===== src/design/assert_macros.svh =====
// Assertion macros used by the top-level design file.
`ifndef ASSERT_MACROS_SVH
`define ASSERT_MACROS_SVH

// Check a property on every rising clock edge outside reset.
`define ASSERT_CLK(lbl, clk, rst_n, prop, msg) \
    lbl: assert property (@(posedge clk) disable iff (!rst_n) (prop)) \
        else $error(msg);

// Check that a condition never holds outside reset.
`define ASSERT_NEVER(lbl, clk, rst_n, cond, msg) \
    lbl: assert property (@(posedge clk) disable iff (!rst_n) !(cond)) \
        else $error(msg);

`endif


===== src/design/jsd_pkg.sv =====
// Types, constants and codes of the job shop dispatch scheduler.
package jsd_pkg;

    localparam int MAX_JOBS      = 16;
    localparam int MAX_MACHINES  = 16;
    localparam int DURATION_BITS = 16;

    localparam int JOB_BITS      = $clog2(MAX_JOBS);
    localparam int MACH_BITS     = $clog2(MAX_MACHINES);
    localparam int SLOTS         = MAX_JOBS * MAX_MACHINES;
    localparam int SLOT_BITS     = $clog2(SLOTS);
    localparam int JC_BITS       = $clog2(MAX_JOBS + 1);
    localparam int MC_BITS       = $clog2(MAX_MACHINES + 1);
    localparam int WORK_BITS     = 20;
    localparam int TIME_BITS     = 32;
    localparam int KEY_BITS      = TIME_BITS + 1;
    localparam int SCAN_LAST     = MAX_JOBS + 1;
    localparam int SCAN_BITS     = $clog2(SCAN_LAST + 1);

    localparam int CFG_IDX_BITS  = 2;
    localparam int CFG_DATA_BITS = 5;

    localparam logic [CFG_IDX_BITS-1:0] CFG_RULE      = 2'd0;
    localparam logic [CFG_IDX_BITS-1:0] CFG_JOB_COUNT = 2'd1;
    localparam logic [CFG_IDX_BITS-1:0] CFG_MACH_CNT  = 2'd2;

    localparam logic [1:0] CMD_LOAD     = 2'd0;
    localparam logic [1:0] CMD_RESTART  = 2'd1;
    localparam logic [1:0] CMD_DISPATCH = 2'd2;
    localparam logic [1:0] CMD_CLEAR    = 2'd3;

    localparam logic [2:0] RULE_SPT = 3'd0;
    localparam logic [2:0] RULE_LPT = 3'd1;
    localparam logic [2:0] RULE_MWR = 3'd2;
    localparam logic [2:0] RULE_LWR = 3'd3;
    localparam logic [2:0] RULE_EST = 3'd4;
    localparam logic [2:0] RULE_ECT = 3'd5;

    localparam logic STATUS_SCHEDULED = 1'b0;
    localparam logic STATUS_NONE_LEFT = 1'b1;

    typedef struct packed {
        logic [1:0]  command;
        logic [3:0]  job;
        logic [3:0]  step;
        logic [3:0]  machine;
        logic [15:0] duration;
    } t_in;

    typedef struct packed {
        logic        status;
        logic [3:0]  chosen_job;
        logic [3:0]  chosen_step;
        logic [3:0]  chosen_machine;
        logic [31:0] start_time;
        logic [31:0] finish_time;
        logic [31:0] makespan;
        logic        last;
    } t_out;

    typedef struct packed {
        logic                load;
        logic                restart;
        logic                clear_tot;
        logic                scan_clr;
        logic                issue;
        logic [JOB_BITS-1:0] idx;
        logic                commit;
        logic                report;
    } t_ctl;

    typedef struct packed {
        logic found;
    } t_sts;

    typedef enum logic [1:0] {
        S_IDLE,
        S_SCAN,
        S_UPDATE
    } t_state;

endpackage


===== src/design/jsd_controller.sv =====
// Controller: command decode and scan sequencing for the dispatch scheduler.
module jsd_controller (
    input  logic          i_clk,
    input  logic          i_rst_n,
    input  logic          start,
    input  logic [1:0]    i_command,
    input  jsd_pkg::t_sts i_sts,
    output jsd_pkg::t_ctl o_ctl,
    output logic          busy
);

    jsd_pkg::t_state                r_state;
    jsd_pkg::t_state                n_state;
    logic [jsd_pkg::SCAN_BITS-1:0]  r_scan_idx;
    logic [jsd_pkg::SCAN_BITS-1:0]  n_scan_idx;

    always_ff @(posedge i_clk) begin
        if (!i_rst_n) begin
            r_state    <= jsd_pkg::S_IDLE;
            r_scan_idx <= '0;
        end else begin
            r_state    <= n_state;
            r_scan_idx <= n_scan_idx;
        end
    end

    always_comb begin
        n_state    = r_state;
        n_scan_idx = r_scan_idx;
        o_ctl      = '0;
        o_ctl.idx  = r_scan_idx[jsd_pkg::JOB_BITS-1:0];
        case (r_state)
            jsd_pkg::S_IDLE: begin
                if (start) begin
                    case (i_command)
                        jsd_pkg::CMD_LOAD:     o_ctl.load      = 1'b1;
                        jsd_pkg::CMD_RESTART:  o_ctl.restart   = 1'b1;
                        jsd_pkg::CMD_CLEAR:    o_ctl.clear_tot = 1'b1;
                        jsd_pkg::CMD_DISPATCH: begin
                            o_ctl.scan_clr = 1'b1;
                            n_scan_idx     = '0;
                            n_state        = jsd_pkg::S_SCAN;
                        end
                        default: ;
                    endcase
                end
            end
            jsd_pkg::S_SCAN: begin
                o_ctl.issue = (32'(r_scan_idx) < jsd_pkg::MAX_JOBS);
                if (r_scan_idx == jsd_pkg::SCAN_BITS'(jsd_pkg::SCAN_LAST)) begin
                    n_state = jsd_pkg::S_UPDATE;
                end else begin
                    n_scan_idx = r_scan_idx + jsd_pkg::SCAN_BITS'(1);
                end
            end
            jsd_pkg::S_UPDATE: begin
                o_ctl.commit = i_sts.found;
                o_ctl.report = 1'b1;
                n_state      = jsd_pkg::S_IDLE;
            end
            default: begin
                n_state = jsd_pkg::S_IDLE;
            end
        endcase
    end

    assign busy = (r_state != jsd_pkg::S_IDLE);

endmodule

===== config.mk =====
export PLATFORM = sky130hd
export DESIGN_NAME = jsd_controller
export DESIGN_NICKNAME = d
export VERILOG_FILES = /design/src/design/assert_macros.svh /design/src/design/jsd_pkg.sv /design/src/design/jsd_controller.sv
export SDC_FILE = /design/constraint.sdc
export NUM_CORES = 1
export LEC_CHECK = 0
export BUFFER_PORTS_ARGS = -buffer_cell sky130_fd_sc_hd__buf_2
export CAP_MARGIN = 40
export CELL_PAD_IN_SITES_DETAIL_PLACEMENT = 0
export CELL_PAD_IN_SITES_GLOBAL_PLACEMENT = 1
export CORE_MARGIN = 5
export CORE_UTILIZATION = 32
export CTS_CLUSTER_DIAMETER = 100
export DETAILED_ROUTE_END_ITERATION = 16
export PLACE_DENSITY_LB_ADDON = 0.1
export SLEW_MARGIN = 15
export SYNTH_ARGS = -nofsm -noshare
export SYNTH_HDL_FRONTEND = slang
export SYNTH_SLANG_ARGS = --single-unit
export TNS_END_PERCENT = 30

===== constraint.sdc =====
create_clock -name i_clk -period 1.4 [get_ports i_clk]
set_input_delay 0.07 -clock i_clk [delete_from_list [all_inputs] [get_ports i_clk]]
set_output_delay 0.07 -clock i_clk [all_outputs]
set_load 0.005 [all_outputs]

==> results.md <==
* Outcome: complete, no violations
* Syn_nets at 62
* Share of layout cells above drive strength 1 at 0.458
* CP Max Fanout at 6
* Synthesized flop and latch total at 7
* DR top layer: met3
* Post-layout util at 0.420
* WL met3 at around 80 um
* Final max-slew violation count at 0
* Synth area leaders: dfxtp_1 29%, buf_4 6.3%, nand4bb_4 5.8%, and2_1 5.2%, ha_1 5.2%
* Worst min-delay path class: input pin to flop
* Maximum clock path buffer count at 2
* Cell Rows at 14
* Crit Path Class: flop to primary output
* Root Buffer: clkbuf_4
* Fillers at roughly 160
* Routed Antenna Nets at 0
* Gr ovfl total at 0
* Area grow syn2layout at 28.1%
* Crit path time final at about 1.3 ns
* DRC at 0
* Synth cell types at 25
* Slew @ Worst Pin at about 0.26 ns
* Syn Inst Count at 54
* Final GP Congestion at 0.679
* Chip Height at 48.6 um
* Port buffer count at 17
* Diode count at 0
* First-pass GRT wire length at ~1900 um
* Synthesized area at roughly 480 um^2
* Post-CTS Setup Inserts at 0
* P_sw at roughly 0.11 mW
* Post-DP HPWL at about 840 um
* Worst path required time at roughly 1.3 ns
* Final setup skew at 0.00314 ns
* Core area at roughly 1500 um^2
* Synth warn at 0
* Vias at 430
* Critical path arrival at roughly 1.3 ns
* Final worst slack at 0.0777 ns
* Share of power burned in the clock network at 0.392
* Clk slew on worst S/H paths at roughly 0.050 ns
* Post-synth top area cell: dfxtp_1
* WL met1 at slightly below 500 um
* Total Routing Usage GR at 0.108
* Wire length per cell at between 10 and 15 um
* Total CTS buffers at 3
* Die area at around 2400 um^2
* F_max at ~760 MHz
* Final nets at 81
* Final instance area at between 600 and 700 um^2
* Area after DPL at around 560 um^2
* Via/cell ratio at slightly below 5
* Initial antenna violation count at 0
* DR iter-0 viols at 2
* TritonCTS clock tree: done
* Int Power at around 0.34 mW
* Clk sinks at 7
* Register area share after synthesis at 0.294
* LEAKAGE at ~0.27 nW
* Combinational power share at 0.146
* CTS H-tree depth at 1
* Drt total wl at ~1100 um
* # setup viols final at 0
* Maximum vdd drop at a little under 0.4 mV
* DR pass1 iterations at 2
* Initial core utilization at 0.328
* Syn Area/Cell at 8.83 um^2
* Clk Latency, worst-skew pair at about 0.25 ns
* Dpl ws at 0.0436 ns
* DR WL met2 at ~480 um
* Critical path endpoint category: primary output
* Yosys top cell area share at 0.294
* Register share of total power at 0.462
* Final period util at 0.944
* Setup TNS at 0 ns
* Hold Worst Slack at roughly 0.14 ns
* # IOs at 18
* Largest net degree at the start of global routing at 9
* MaxCap Viol Count at 0
* Slew Limit Headroom at 0.829
* CP startpoint kind: flop
* Pwr Density at 742 nW/um^2
* Hold Fails Final Rpt at 0
* Switch share at 0.240
* Number of global-route vias before repair at 400
* Die width at just under 50 um
-- worst max-delay path, cell delays in order, from the launching register on --
cell and delay (ns):
dfxtp_1 0.35, nor4b_4 0.34, and2_1 0.19, buf_2 0.12
-- state kept, by name, summed over array words and instances (netlist names) --
name and cells:
r_state 2, r_scan_idx 5
-- cell usage in the layout (no fill, tap or decap), types with 2 or more instances in the layout --
cell,synthesis,final
buf_2,0,17
nand2_1,5,5
and2_1,4,4
dfxtp_1,7,4
nor2_1,3,3
nor3_1,3,3
nand3_1,3,3
clkbuf_4,0,3
dfxtp_2,0,3
inv_1,3,2
nor2b_1,2,2
inv_2,1,2
nand2b_1,2,2
or4_1,2,2
nand4b_1,2,2
ha_2,0,2
-- area by class of cell --
class                           instances  area [um^2]  area share
Clock buffer                            4         26.3      0.0430
Timing Repair Buffer                   18         92.6       0.152
Inverter                                4         15.0      0.0246
Tap cell                               16         20.0      0.0328
Multi-Input combinational cell         39          313       0.512
Sequential cell                         7          144       0.236
-- power by group through the flow --
stage | sequential (mW) | clock, mW | combinational (mW)
floorplan | 0.211 | 0 | 0.0353
global placement | 0.212 | 0 | 0.0627
detailed placement | 0.212 | 0 | 0.0620
CTS | 0.208 | 0.184 | 0.0617
global route | 0.209 | 0.207 | 0.0758
finish | 0.209 | 0.178 | 0.0661
-- cell usage after synthesis --
library cell	instances
nand3_1	3
nand2b_1	2
nor2_1	3
nor3_1	3
ha_1	2
dfxtp_1	7
inv_1	3
a22o_2	1
a31oi_1	1
a311oi_2	1
nand2_1	5
and2b_1	1
nand4b_1	2
or4_1	2
o22ai_1	1
buf_4	4
nor4b_2	1
and2_1	4
inv_2	1
o31ai_1	1
or2b_1	1
o31ai_2	1
o221ai_1	1
nor2b_1	2
nand4bb_4	1
-- cell families after synthesis --
family,Yosys count,synth area share
compound gates,7,0.139
fa+ha+maj,2,0.0525
buf+inv,8,0.0945
flops,7,0.294
simple gates,30,0.420
-- final timing paths --
kind                  from       endpoint  slack (ns)  cells past startpoint
min reg2reg  r_scan_idx[1]  r_scan_idx[1]        0.50                      2
min                i_rst_n     r_state[0]        0.14                      2
max reg2reg  r_scan_idx[1]  r_scan_idx[2]        0.11                      5
max             r_state[1]       o_ctl[7]        0.08                      3
-- stage by stage --
stage	std cells	power, mW
3_5_place_dp	84	0.274
2_1_floorplan	54	0.247
3_3_place_gp	84	0.275
4_1_cts	88	0.454
5_1_grt	88	0.492
6_report	88	0.453
-- metal layers --
layer	vias up	global-route usage
met5	-	0
met4	0	0.0269
met3	0	0.0706
met2	10	0.146
met1	194	0.139
li1	226	-
-- timing repair --
| action | CTS | global route |
|---|---|---|
| gates resized for setup | 0 | 8 |
| hold buffers | 0 | 0 |
| setup endpoints to repair | 0 | 7 |
(Power assumes the default switching activity.)
